$ cat config.mk
export PLATFORM = sky130hd
export DESIGN_NAME = dtr_alu
export DESIGN_NICKNAME = d
export VERILOG_FILES = /design/src/rtl/core/dtr_pkg.sv /design/src/rtl/core/dtr_alu.sv
export SDC_FILE = /design/constraint.sdc
export NUM_CORES = 1
export LEC_CHECK = 0
export BUFFER_PORTS_ARGS = -buffer_cell sky130_fd_sc_hd__buf_4
export CAP_MARGIN = 40
export CORE_ASPECT_RATIO = 0.9
export CORE_MARGIN = 1
export CORE_UTILIZATION = 50
export DETAILED_ROUTE_END_ITERATION = 10
export PLACE_DENSITY = 0.75
export SYNTH_ARGS = -nofsm -noshare
export SYNTH_HDL_FRONTEND = slang
export SYNTH_SLANG_ARGS = --single-unit
export TNS_END_PERCENT = 20
$ cat constraint.sdc
create_clock -name vclk -period 6.61
set_input_delay 0.661 -clock vclk [all_inputs]
set_output_delay 0.661 -clock vclk [all_outputs]
set_load 0.005 [all_outputs]
$ cat src/rtl/core/dtr_pkg.sv
// ----------------------------------------------------------------------------
// dtr_pkg
// Shared types and constants for the decode time estimator: timestamp width,
// sorted store sizing, sequencer states, shared unit opcodes, store commands.
// ----------------------------------------------------------------------------
package dtr_pkg;

    localparam int TIME_BITS = 48;
    localparam int STORE_CAP = 32;
    localparam int IDX_W     = $clog2(STORE_CAP);
    localparam int CNT_W     = $clog2(STORE_CAP + 1);

    typedef logic [TIME_BITS-1:0] stamp_t;
    typedef logic [CNT_W-1:0]     count_t;
    typedef logic [IDX_W-1:0]     index_t;

    localparam count_t CAP_COUNT  = count_t'(STORE_CAP);
    localparam count_t ZERO_COUNT = count_t'(0);
    localparam count_t ONE_COUNT  = count_t'(1);

    // sequencer states
    typedef enum logic [3:0] {
        ST_IDLE,
        ST_DUP,
        ST_PEAK,
        ST_OFFS,
        ST_SCAN,
        ST_INS,
        ST_CHK,
        ST_GAP,
        ST_CMP,
        ST_ADD,
        ST_DONE
    } state_t;

    // shared add/subtract unit operations
    typedef enum logic {
        ALU_SUB,
        ALU_ADD
    } alu_op_t;

    // one command per cycle to the sorted store
    typedef struct packed {
        logic   drop;
        logic   insert;
        index_t pos;
        stamp_t value;
    } store_cmd_t;

endpackage

$ cat src/rtl/core/dtr_alu.sv
// ----------------------------------------------------------------------------
// dtr_alu
// Shared timestamp add/subtract unit; the borrow of a subtract serves as the
// less-than flag for the compares the sequencer does through this unit.
// ----------------------------------------------------------------------------
module dtr_alu (
    input  dtr_pkg::alu_op_t op,
    input  dtr_pkg::stamp_t  op_a,
    input  dtr_pkg::stamp_t  op_b,
    output dtr_pkg::stamp_t  result,
    output logic             borrow,
    output logic             equal
);
    import dtr_pkg::*;

    logic [TIME_BITS:0] sum_wide;

    // one wide adder, carry or borrow in the top bit
    always_comb begin
        case (op)
            ALU_ADD: sum_wide = {1'b0, op_a} + {1'b0, op_b};
            ALU_SUB: sum_wide = {1'b0, op_a} - {1'b0, op_b};
            default: sum_wide = {1'b0, op_a} - {1'b0, op_b};
        endcase
    end

    assign result = sum_wide[TIME_BITS-1:0];
    assign borrow = sum_wide[TIME_BITS];
    assign equal  = (op_a == op_b);

endmodule

=== After elaboration in Yosys (flattened, before gate mapping) ===
Cells that the tools add are included.

* Add/subtract/negate cells: 2
* Multiply operators: 0
* Divide/modulo/power cells: 0
* $lt $le $gt $ge: 0
* Eq/ne operators: 1
* Shift-type cells: 0
* Mux-type cells: 1
* Bitwise gates (word level): 1
* Reduce and logical (&&, ||, !) cells: 0

{| class="wikitable"
|+ Operator list
! operator !! number
|-
| $pmux 49 s2 || 1
|-
| $add 48x48->49 || 1
|-
| $sub 48x48->49 || 1
|-
| $eq 48x48->1 || 1
|-
| $not 1->1 || 1
|}

* Register bits after elaboration: 0
* Bits in latches: 0
* Memory bits (writable): 0
* Memory bits (read-only): 0
* Word-level logic and storage cells: 5
* Memories: 0

=== Depth between registers and ports, before layout ===
* Word-level depth: 2
* Depth in mapped cells: 12
* Gate-level depth less buffers: 12

=== Least setup slack after synthesis ===
No wires, ideal clock.

* Path kind: input-to-output
* Start point: input op_b[1]
* End point: output result[43]
* Arrival time: 2876 ps
* Slack: 3073 ps
* Cell stages on the path: 11
* Path buffers: 0
* Path through: inv_1 ha_1 or2b_1 a21oi_2 nor3_2 o31ai_2 a31oi_1 o41a_1 o311ai_2 o21ai_1 xnor2_1

* Word-level cells in the longest chain between the ends: 2
* Elaborated cells between the ends (all ways): 3

{| class="wikitable"
|+ RTL lines
! item !! RTL line !! text
|-
| from (decl) || dtr_alu.sv:9 || <nowiki>input dtr_pkg::stamp_t op_b,</nowiki>
|-
| $sub 48x48->49 / $add 48x48->49 (equally long branches) || n/a ||
|-
| $pmux 49 s2 * || dtr_alu.sv:20 || <nowiki>case (op)</nowiki>
|-
| to (decl) || dtr_alu.sv:10 || <nowiki>output dtr_pkg::stamp_t result,</nowiki>
|}

Every way passes the cells marked *; elsewhere a longest branch is shown, timed or not.

=== Final worst setup path ===
* Start point: input op_a[34]
* End point: output result[47]

* Word-level cells in the longest chain between the ends: 2
* Elaborated cells between the ends (all ways): 3

{| class="wikitable"
|+ RTL lines
! item !! RTL line !! text
|-
| from (decl) || dtr_alu.sv:8 || <nowiki>input dtr_pkg::stamp_t op_a,</nowiki>
|-
| $sub 48x48->49 / $add 48x48->49 (equally long branches) || n/a ||
|-
| $pmux 49 s2 * || dtr_alu.sv:20 ||
|}

Marks and branches as above.

==> impl_metrics.csv <==
group,metric,value,unit
sta,rsz0062_at_grt,"no",
critical_path,worstPathCellList,"buf_4 > ha_1 > a21oi_1 > o211ai_1 > a41oi_1 > o21ai_0 > a2111oi_0 > nor4_1 > o41a_1 > xor2_1 > buf_4",
critical_path,cp.arrival,3.97,ns
critical_path,crit_family,"compound AO/OA/AOI/OAI gates",
global_route,antenna_found_initial,0,
cts,ctsResizeCount,0,
place,routabilityCongestion,1.01,
place,place_ws,2.22,ns
synthesis,yosysWarningCount,0,
die,start_util,52.2,%
sta,drv_slew,0,
synthesis,syn_avg_cell_area,6.36,µm²
synthesis,ys_seq_area_share,0,%
detailed_routing,wire_per_inst,18.2,µm
synthesis,synthTopCellsByCount,"a21oi_1 (118), ha_1 (96), inv_1 (95), nor2_1 (95), o21ai_0 (72)",
synthesis,synth.most_common_cell,"a21oi_1",
synthesis,synth_area,0.00604,mm²
die,die_w,118,µm
sta,period_needed,4.63,ns
die,dieArea,0.0125,mm²
detailed_routing,drt-initial-drc-count,1005,
synthesis,synth.area.top_cells,"ha_1 (20%), a21oi_1 (9.8%), o21ai_0 (6.0%)",
finish,area_growth,18.0,%
die,ios,147,
die,core,0.0116,mm²
synthesis,synth_xor_area_share,6.53,%
synthesis,synth.area.mux_share,0.829,%
sta,setup_viol,0,
detailed_routing,routed_wl,21900,µm
synthesis,synth_compound_area_share,38.0,%
detailed_routing,dr.pass1.iters,5,
pwr,powerDensity,107,mW/mm²
finish,n_antenna_cell,0,
finish,drive_above_1_share,16.0,%
global_route,grt_pass1_vias,6881,
detailed_routing,highest_layer,"met4",
critical_path,worst-path-buf-inv,2,
critical_path,max_stage_delay,0.80,ns
detailed_routing,dr_wl_met3,2620,µm
global_route,grt_use_total,33.9,%
finish,seq_area,0,µm²
hold_path,hold_class,"in2out",
synthesis,synth.top_cell.area_share,19.9,%
sta,tightest_slew,0.849,ns
synthesis,syn_nets,1145,
detailed_routing,via_per_inst,6.26,
die,die_y,106,µm
critical_path,critical_path.max_fanout,11,
critical_path,crit_type,"in2out",
sta,max-slew-margin-rel,42.9,%
detailed_routing,drc,0,
finish,fin_nets,1245,
sta,fin_crit_sh,70.1,%
sta,report.final.hold_viol_count,0,
critical_path,cp-start-kind,"primary input",
detailed_routing,wl_met2,8640,µm
critical_path,crit_slowest_cell,"a2111oi_0",
detailed_routing,ant_nets,0,
finish,nFlopsAndLatches,0,
sta,timing.fmax,0.216,GHz
detailed_routing,vias,7538,
finish,final.clkbuf_count,0,
critical_path,setup.worst_path.end_class,"output pin",
synthesis,syn_inst,950,
detailed_routing,wl_met1,10400,µm
cts,postCtsSetupBuffers,0,
critical_path,worstPathRequired,5.95,ns
sta,tns,0,ns
die,rows,37,
sta,finalWorstSetupSlack,1.98,ns
global_route,grt_max_degree,65,
place,io_buffers,147,
place,dp_hpwl,18200,µm
synthesis,yosys.area.top_type,"ha_1",
global_route,grt_pass1_wl,35000,µm
run_status,status,"finished, final reports clean",
synthesis,synth_cell_types,71,
flow_run,max-cap-violations,0,
pwr,ir_worst_vdd,54.2,µV
cts,hold_buffers,0,
synthesis,synthAdderAreaFrac,20.6,%
critical_path,crit_path_frequent_cell,"buf_4",
pwr,p_leak,3.24,nW
synthesis,synth_top_family_by_area,"compound AO/OA/AOI/OAI gates",
global_route,grt.overflow.total,0,
synthesis,synth_simple_gate_area_share,24.4,%
## through the flow
stage	hold slack, ns	cells	instance area, µm²	power, mW	util, %
5_1_grt	1.75	1204	7120	0.820	61.5
6_report	1.73	1204	7120	0.759	61.5
3_5_place_dp	1.73	1204	7120	0.737	61.5
2_1_floorplan	1.48	950	6040	0.456	-
3_3_place_gp	1.73	1204	7120	0.742	61.5
4_1_cts	1.73	1204	7120	0.740	61.5
## cell usage in the layout (no fill, tap or decap), types with 9 or more instances in the layout
master,n
xnor2_1,39
nor3_1,21
o21ai_0,72
nor2b_1,18
nand2_1,59
nor4_1,24
a21oi_1,118
buf_4,148
o211ai_1,10
o21a_1,12
a31oi_1,10
a211oi_1,15
o31ai_1,11
o21bai_1,22
nor2_1,95
a21o_1,19
nand3_1,31
inv_1,95
nand2b_1,9
nand4_1,20
ha_1,96
## report_power, final
group          internal, mW  leakage, nW  switching (mW)  total (mW)
clock network             0            0               0           0
registers                 0            0               0           0
logic                 0.324         3.24           0.435       0.759
total                 0.324         3.24           0.435       0.759
## final cells by class
cell class,count,area (µm²)
Timing Repair Buffer,148,1110
Tap cell,156,195
Multi-Input combinational cell,803,5450
Fill cell,1173,4450
Inverter,97,364
## logic make-up after synthesis
| kind of cell | Yosys count |
|---|---|
| AND/OR/NAND/NOR | 302 |
| buffers and inverters | 147 |
| AO/OA/AOI/OAI | 353 |
| XOR/XNOR | 45 |
| multiplexers | 5 |
| adder cells (fa/ha/maj) | 98 |
## routing by layer
| metal | vias to the layer above | track usage (%) |
|---|---|---|
| met5 | - | 0 |
| met4 | 0 | 2.75 |
| met3 | 18 | 6.60 |
| met2 | 454 | 48.6 |
| met1 | 3424 | 52.7 |
| li1 | 3642 | - |
## worst paths after layout
path,start,to,slack (ns),cells past startpoint
worst max-delay path,op_a[34],result[47],1.98,11
worst min-delay path,op_b[0],result[0],1.73,4
No activity file was read; power rests on OpenSTA's default activity.
