File: config.mk
export PLATFORM = sky130hd
export DESIGN_NAME = dtr_store
export DESIGN_NICKNAME = d
export VERILOG_FILES = /design/src/rtl/core/dtr_pkg.sv /design/src/rtl/core/dtr_store.sv
export SDC_FILE = /design/constraint.sdc
export NUM_CORES = 2
export LEC_CHECK = 0
export ABC_AREA = 1
export ABC_CLOCK_PERIOD_IN_PS = 11100
export BUFFER_PORTS_ARGS = -buffer_cell sky130_fd_sc_hd__buf_2
export CORE_MARGIN = 2
export CORE_UTILIZATION = 45
export CTS_CLUSTER_DIAMETER = 200
export DETAILED_ROUTE_END_ITERATION = 6
export SLEW_MARGIN = 20
export SYNTH_ARGS = -nofsm -noshare
export SYNTH_HDL_FRONTEND = slang
export SYNTH_SLANG_ARGS = --single-unit
File: constraint.sdc
create_clock -name aclk -period 11.1 [get_ports aclk]
set_input_delay 2.22 -clock aclk [delete_from_list [all_inputs] [get_ports aclk]]
set_output_delay 2.22 -clock aclk [all_outputs]
set_load 0.005 [all_outputs]
File: src/rtl/core/dtr_pkg.sv
// ----------------------------------------------------------------------------
// dtr_pkg
// Shared types and constants for the decode time estimator: timestamp width,
// sorted store sizing, sequencer states, shared unit opcodes, store commands.
// ----------------------------------------------------------------------------
package dtr_pkg;

    localparam int TIME_BITS = 48;
    localparam int STORE_CAP = 32;
    localparam int IDX_W     = $clog2(STORE_CAP);
    localparam int CNT_W     = $clog2(STORE_CAP + 1);

    typedef logic [TIME_BITS-1:0] stamp_t;
    typedef logic [CNT_W-1:0]     count_t;
    typedef logic [IDX_W-1:0]     index_t;

    localparam count_t CAP_COUNT  = count_t'(STORE_CAP);
    localparam count_t ZERO_COUNT = count_t'(0);
    localparam count_t ONE_COUNT  = count_t'(1);

    // sequencer states
    typedef enum logic [3:0] {
        ST_IDLE,
        ST_DUP,
        ST_PEAK,
        ST_OFFS,
        ST_SCAN,
        ST_INS,
        ST_CHK,
        ST_GAP,
        ST_CMP,
        ST_ADD,
        ST_DONE
    } state_t;

    // shared add/subtract unit operations
    typedef enum logic {
        ALU_SUB,
        ALU_ADD
    } alu_op_t;

    // one command per cycle to the sorted store
    typedef struct packed {
        logic   drop;
        logic   insert;
        index_t pos;
        stamp_t value;
    } store_cmd_t;

endpackage

File: src/rtl/core/dtr_store.sv
// ----------------------------------------------------------------------------
// dtr_store
// Ascending sorted register store with a fill count. One read port chosen by
// the sequencer; per cycle either an insert at a given slot (upper entries
// move up one) or a drop of the smallest entry (all entries move down one).
// ----------------------------------------------------------------------------
module dtr_store (
    input  logic                aclk,
    input  logic                aresetn,
    input  dtr_pkg::store_cmd_t cmd,
    input  dtr_pkg::index_t     rd_idx,
    output dtr_pkg::stamp_t     rd_data,
    output dtr_pkg::count_t     count
);
    import dtr_pkg::*;

    stamp_t entries_reg  [STORE_CAP];
    stamp_t entries_next [STORE_CAP];
    count_t count_reg;
    count_t count_next;

    // per-entry shift for insert and drop
    always_comb begin
        for (int i = 0; i < STORE_CAP; i++) begin
            entries_next[i] = entries_reg[i];
            if (cmd.insert) begin
                if (index_t'(i) == cmd.pos) begin
                    entries_next[i] = cmd.value;
                end else if (index_t'(i) > cmd.pos) begin
                    entries_next[i] = entries_reg[(i == 0) ? 0 : i - 1];
                end
            end else if (cmd.drop) begin
                if (i < STORE_CAP - 1) begin
                    entries_next[i] = entries_reg[(i < STORE_CAP - 1) ? i + 1 : i];
                end
            end
        end
    end

    // fill count
    always_comb begin
        count_next = count_reg;
        if (cmd.insert) begin
            count_next = count_reg + ONE_COUNT;
        end else if (cmd.drop) begin
            count_next = count_reg - ONE_COUNT;
        end
    end

    always_ff @(posedge aclk) begin
        if (!aresetn) begin
            count_reg <= ZERO_COUNT;
        end else begin
            count_reg <= count_next;
        end
    end

    // entry payload, no reset
    always_ff @(posedge aclk) begin
        for (int i = 0; i < STORE_CAP; i++) begin
            entries_reg[i] <= entries_next[i];
        end
    end

    assign rd_data = entries_reg[rd_idx];
    assign count   = count_reg;

endmodule
Word level (Yosys, flattened, before mapping)
Memories as Yosys holds them, arrays and structs flattened.
Cells that the tools add are included.
{ "classes": {"order_cmp": 31, "addsub": 2, "multipliers": 0, "reduce_logical": 2, "eq_ne": 31, "div": 0, "bitwise": 0, "n_mux": 128, "n_shift": 0} }
{ "ops": {"columns": ["operator", "count"], "rows": [
  ["$mux W48", 126],
  ["$eq A5 B5 Y1 const A", 16],
  ["$gt A5 B5 Y1 const A", 16],
  ["$eq A4 B5 Y1 const A", 8],
  ["$gt A4 B5 Y1 const A", 8],
  ["$eq A3 B5 Y1 const A", 4],
  ["$gt A3 B5 Y1 const A", 4],
  ["$mux W6", 2],
  ["$eq A2 B5 Y1 const A", 2],
  ["$gt A2 B5 Y1 const A", 2],
  ["$add A6 B1 Y6 const B", 1],
  ["$sub A6 B1 Y6 const B", 1],
  ["$eq A1 B5 Y1 const A", 1],
  ["$gt A1 B5 Y1 const A", 1],
  ["$logic_not A5 Y1", 1],
  ["$reduce_bool A2 Y1", 1]
]} }
{ "word_totals": {"romBits": 0, "memories": 1, "output_inout_bits": 54, "mem_bits_rw": 1536, "latchBits": 0, "wordCells": 196, "ff_bits": 6} }
{ "mem_list": {"columns": ["memory", "words", "width", "read_ports", "rd_ports_with_merged_regs", "write_ports", "line", "source"], "rows": [
  ["entries_reg", 32, 48, 33, 0, 32, "dtr_store.sv:17", "stamp_t entries_reg [STORE_CAP];"]
]} }

Logic depth before layout (Yosys ltp)
{ "depth": {"word_depth": 4, "mapped_depth": 14, "depth_no_buf": 10} }

Worst setup path before layout
No wires, ideal clock.
{ "synth_timing": {"kind": "in2reg", "startpoint": "input cmd[53] (netlist bit)", "endpoint": "memory entries_reg[0][0] (netlist bit), enable pin", "setup_ns": 0.527, "arrival_ns": 8.566, "stages": 7, "slack_ns": 2.007, "required_ns": 10.573, "cell_sequence": "buf_2 > buf_2 > buf_2 > nand2_1 > inv_1 > nor2_1 > a21boi_0"} }
{ "synth_lines": {"columns": ["item", "line", "source"], "rows": [
  ["start, declared", "dtr_store.sv:10", "input dtr_pkg::store_cmd_t cmd,"],
  ["end, declared", "dtr_store.sv:17", null]
]} }

Worst setup path after layout
{ "layout_timing": {"startpoint": "input rd_idx[0]", "endpoint": "output rd_data[3]"} }
{ "layout_between": {"elab_chain_cells": 1} }
{ "layout_lines": {"columns": ["item", "line", "source"], "rows": [
  ["start, declared", "dtr_store.sv:11", "input dtr_pkg::index_t rd_idx,"],
  ["$mem_v2 Z32 W48", null, null],
  ["end, declared", "dtr_store.sv:12", "output dtr_pkg::stamp_t rd_data,"]
]} }
Every way passes these cells.

==> results.md <==
- The number of antenna-violating nets in the routed design is 0.
- Subtracting the final worst setup slack from the clock period gives 7.882 ns.
- At the worst endpoint, the arrival time is about 5.7 ns.
- Summing the areas of all compound-gate instances in the mapped netlist gives 18.68% of the synthesized area.
- STA classifies the critical path endpoint as a primary output.
- The number of buffers created by CTS is 177.
- The flip-flop count of the largest register, all copies and words added is roughly 1,500.
- The data required time at the worst endpoint is 8.88 ns.
- The routability congestion estimate from global placement is roughly 0.87.
- The post-CTS repair timing setup buffer count is 0.
- The floorplan die width is 458.2 um.
- The synthesized netlist devotes 0.01887% of its cell area to XOR and XNOR gates.
- The maximum fanout along the worst path is 77.
- The largest stage delay on the critical path is about 0.85 ns.
- Clock skew on the completed layout was measured at 0.02368 ns.
- The floorplan step set the die height to about 460 um.
- The part of the total power dissipated in sequential elements is 47.2%.
- The flip-flop and latch count after synthesis is 1,542.
- The routed wirelength normalized by instance count is 27.55 um.
- At the pin with the least slew margin, the transition time is 1.286 ns.
- The register clock-pin slew on the reported worst setup and hold paths is 0.06 ns.
- The final wirelength is between 300,000 and 400,000 um.
- After synthesis, the largest family of logic cells by area is simple AND/OR/NAND/NOR gates.
- The clock sink count is about 1,500.
- In the synthesized netlist, mux cells make up 0% of the area.
- The synthesized area per cell is ~7.7 um2.
- The switching portion of total power is 30.78%.
- In this run the worst hold path is classified as reg -> reg.
- Relative to the synthesized area, the layout overhead comes to 7.922%.
- The maximum clock rate is approximately 130 MHz.
- In the global route stage, overall resource usage came out at 36.06%.
- The number of non-filler instances in the completed layout is 14,230.
- On the final layout, the worst hold slack is 0.5148 ns.
- Detailed routing inserted a total of 90,700 vias.
- The post-route netlist has 5.249% of its cells at a drive strength greater than 1.
- Setup repair after global routing left no endpoint under its margin.
- The die footprint is roughly 0.21 mm2.
- STA classifies the critical path startpoint as an input pin.
- Setup violations remaining at the end of the flow were counted as 0.
- At the later pin of the worst-skew pair, clock insertion delay measures around 0.86 ns.
- After floorplanning, the core was divided into 166 placement rows.
- Of all flip-flops after synthesis, the portion carrying an async set or reset was 0%.
- The number of antenna violations at the first check in global routing is 34.
- Summed over all failing endpoints, the final setup total negative slack is 0 ns.
- The root cell of the clock tree is sky130_fd_sc_hd__clkbuf_16.
- Dividing the detail-routed via count by the number of cells gives around 6.4.
- Across the run, the number of max-cap violations was 0.
- The largest individual stage delay along the critical path comes from the cell sky130_fd_sc_hd__buf_4.
- The floorplan core area is 0.2048 mm2.
- The CTS tree is built.
- The effective utilization at floorplan is 45.32%.
- The first-iteration detailed-routing DRC count is 14,540.
- Yosys printed 0 warnings.
- The post-route fraction of the period consumed by the critical path is 71.01%.
- Summing the areas of all and, or, nand and nor instances in the mapped netlist gives 23.68% of the synthesized area.
- The number of ports placed on the die boundary is around 120.
- The cell area after technology mapping is approximately 0.093 mm2.
- The final-report hold violation count was 0.
- The cell class contributing the biggest share of worst-path delay is buffers and inverters.
- The maximum ir drop on the vdd rail is 0.1945 mV.
- The post-route cell area is about 0.1 mm2.
- In this run, the clock network consumes 35.0% of the power.
- The number of buffers inserted by port buffering is 115.
- After clock tree synthesis, the repair step resized 0 gates.
- Entering global routing, the biggest net connects about 220 pins.
- The largest total area in the synthesized netlist belongs to sky130_fd_sc_hd__edfxtp_1.
- By count the netlist is led by 4,041 x sky130_fd_sc_hd__nand2_1, 1,647 x sky130_fd_sc_hd__o21ai_0, 1,536 x sky130_fd_sc_hd__edfxtp_1.
- Measured against its own limit, the worst slew margin works out to between 10% and 20%.
- The critical register-to-register path startpoint is count[2].
- The number of enable-type register cells in the synthesized netlist is 1,536.
- The cell-internal power is 11.44 mW.
- The cell with the most instances after synthesis is sky130_fd_sc_hd__nand2_1.
- The synthesized netlist devotes less than 1% of its cell area to adder and majority cells.
- The via count of the first global-routing pass is 83,260.
- The placed instances occupy a cell area of 0.09463 mm2.
- By area the synthesized netlist is led by sky130_fd_sc_hd__edfxtp_1 50%, sky130_fd_sc_hd__nand2_1 16%, sky130_fd_sc_hd__o21ai_0 8.9%.
- The total net switching power is 5.086 mW.
- Synthesis instantiated 30 different standard cells from the library.
- In this run, post-CTS hold repair placed 0 buffers.
- The worst setup path is of the in -> out kind.
- Sequential cells were found to cover 49.83% of the synthesized design area.
- The worst setup slack after layout is 3.218 ns.
- The beginning of the worst hold path is count[0].
- The flow ran to the end, and the final reports show no timing, DRC or antenna violations.
- The total buffers and inverters traversed by the critical path is 4.
- The count of nets after finishing is 11,460.
- The total power density per cell area is 165.0 mW/mm2.
- The number of placed instances, taps included, is approximately 14,000.
- The clock tree synthesis step divided the H-tree into 4 levels.
- The static leakage power is 41.73 nW.
- The share of total power in combinational logic is 17.7%.
- The number of nets handed over by synthesis was 12,100.
- The pre-CTS worst setup slack is 3.356 ns.
- The number of cells produced by synthesis is 12,030.
- The aggregate global routing overflow is 0.
- The leading register cell type out of synthesis is sky130_fd_sc_hd__edfxtp_1.
- Tracing the worst setup path back leads to its startpoint at rd_idx[0].
- The count of final max-slew check failures is 0.
- The first global-routing pass estimated about 560,000 um of wire.
- The signal on the critical path passes through buf_8, buf_4, buf_4, nand2_1, nand3_1, nand3_1, nand2_1, nand2_1, nand2_1, nand2_1, nand2_1, buf_2.
- By instance count, the cell type seen most on the critical path is sky130_fd_sc_hd__nand2_1.
- After legalization and detailed placement, the total HPWL measured about 210,000 um.
- The first-pass iteration count of the detailed router is 7.
- The area share of the largest cell type after synthesis is 49.70%.
- For this run, design rule violations remaining after detail routing come to 0.
- The maximum root-to-sink buffer count is 3.
layout make-up:
cell class,instances,area [um2]
timing repair buffer,288,2101
clock buffer,224,4701
tap,2688,3363
inverter,761,2895
clock inverter,88,754.5
fill,19920,104600
sequential,1542,46240
multi-input combinational,8622,40070
antenna,13,32.53
logic make-up (layout without fill, tap and decap cells):
group | Yosys count | count (layout)
compound gates | 3177 | 3177
xor+xnor | 2 | 2
fa+ha+maj | 5 | 5
buf+inv | 1868 | 1361
flops | 1542 | 1542
other cells | 0 | 13
simple gates | 5438 | 5438
cells in the final DEF, fill, tap and decap left out, types with 2 or more instances in the layout:
cell type,Yosys,final
sky130_fd_sc_hd__inv_4,0,3
sky130_fd_sc_hd__buf_8,0,5
sky130_fd_sc_hd__dfxtp_1,6,6
sky130_fd_sc_hd__diode_2,0,13
sky130_fd_sc_hd__buf_2,119,109
sky130_fd_sc_hd__nand2_4,0,9
sky130_fd_sc_hd__a21oi_4,0,14
sky130_fd_sc_hd__buf_4,0,160
sky130_fd_sc_hd__bufinv_16,0,11
sky130_fd_sc_hd__edfxtp_1,1536,1536
sky130_fd_sc_hd__ha_1,4,4
sky130_fd_sc_hd__nand3_1,1220,1205
sky130_fd_sc_hd__clkbuf_1,857,42
sky130_fd_sc_hd__a31oi_4,0,8
sky130_fd_sc_hd__o21ai_1,106,106
sky130_fd_sc_hd__o211ai_1,235,235
sky130_fd_sc_hd__inv_6,0,7
sky130_fd_sc_hd__nor2_4,4,18
sky130_fd_sc_hd__inv_8,0,4
sky130_fd_sc_hd__nor2_1,168,155
sky130_fd_sc_hd__o21ai_0,1647,1646
sky130_fd_sc_hd__inv_1,750,743
sky130_fd_sc_hd__o22ai_1,192,192
sky130_fd_sc_hd__a21oi_1,750,736
sky130_fd_sc_hd__o21a_1,235,235
sky130_fd_sc_hd__clkinv_1,3,41
sky130_fd_sc_hd__clkinv_8,0,5
sky130_fd_sc_hd__xnor2_1,2,2
sky130_fd_sc_hd__inv_2,8,9
sky130_fd_sc_hd__nand2_1,4041,4032
sky130_fd_sc_hd__buf_12,0,12
sky130_fd_sc_hd__clkbuf_16,0,181
sky130_fd_sc_hd__nand3_4,0,15
sky130_fd_sc_hd__clkinv_2,0,24
through the flow:
stage          power [mW]  utilization, %
2_1_floorplan       9.661               -
3_3_place_gp        10.67           46.20
3_5_place_dp        10.73           46.21
4_1_cts             16.46           48.87
5_1_grt             17.10           48.90
6_report            16.53           48.91
final timing paths:
| path | endpoint | slack [ns] | cells after the start |
|---|---|---|---|
| max | rd_data[3] | 3.22 | 12 |
| min reg2reg | count[0] | 0.51 | 1 |
| min | count[0] | 0.51 | 1 |
| max reg2reg | count[5] | 9.61 | 6 |
worst register-to-register path, delay by kind of cell, from the launching register on:
family                   cells  cell delay (ns)
AND/OR/NAND/NOR              4             0.58
flip-flops                   1             0.33
adder cells (fa/ha/maj)      1             0.31
AO/OA/AOI/OAI                1             0.17
power by group through the flow:
stage	Sequential (mW)	Clock, mW	Combinational, mW
4_1_cts	7.79	5.83	2.84
3_5_place_dp	7.90	0	2.84
3_3_place_gp	7.88	0	2.78
5_1_grt	7.88	6.02	3.20
2_1_floorplan	7.78	0	1.88
6_report	7.80	5.79	2.93
per-layer routing:
layer  wire length, um  share of wire, %  track usage, %
met1            148600                38           48.70
met3             51320                13           7.166
met4             24520               6.3           19.93
met5               123             0.031               0
met2            167400                43           54.37
Power figures use the tool's default switching activity.
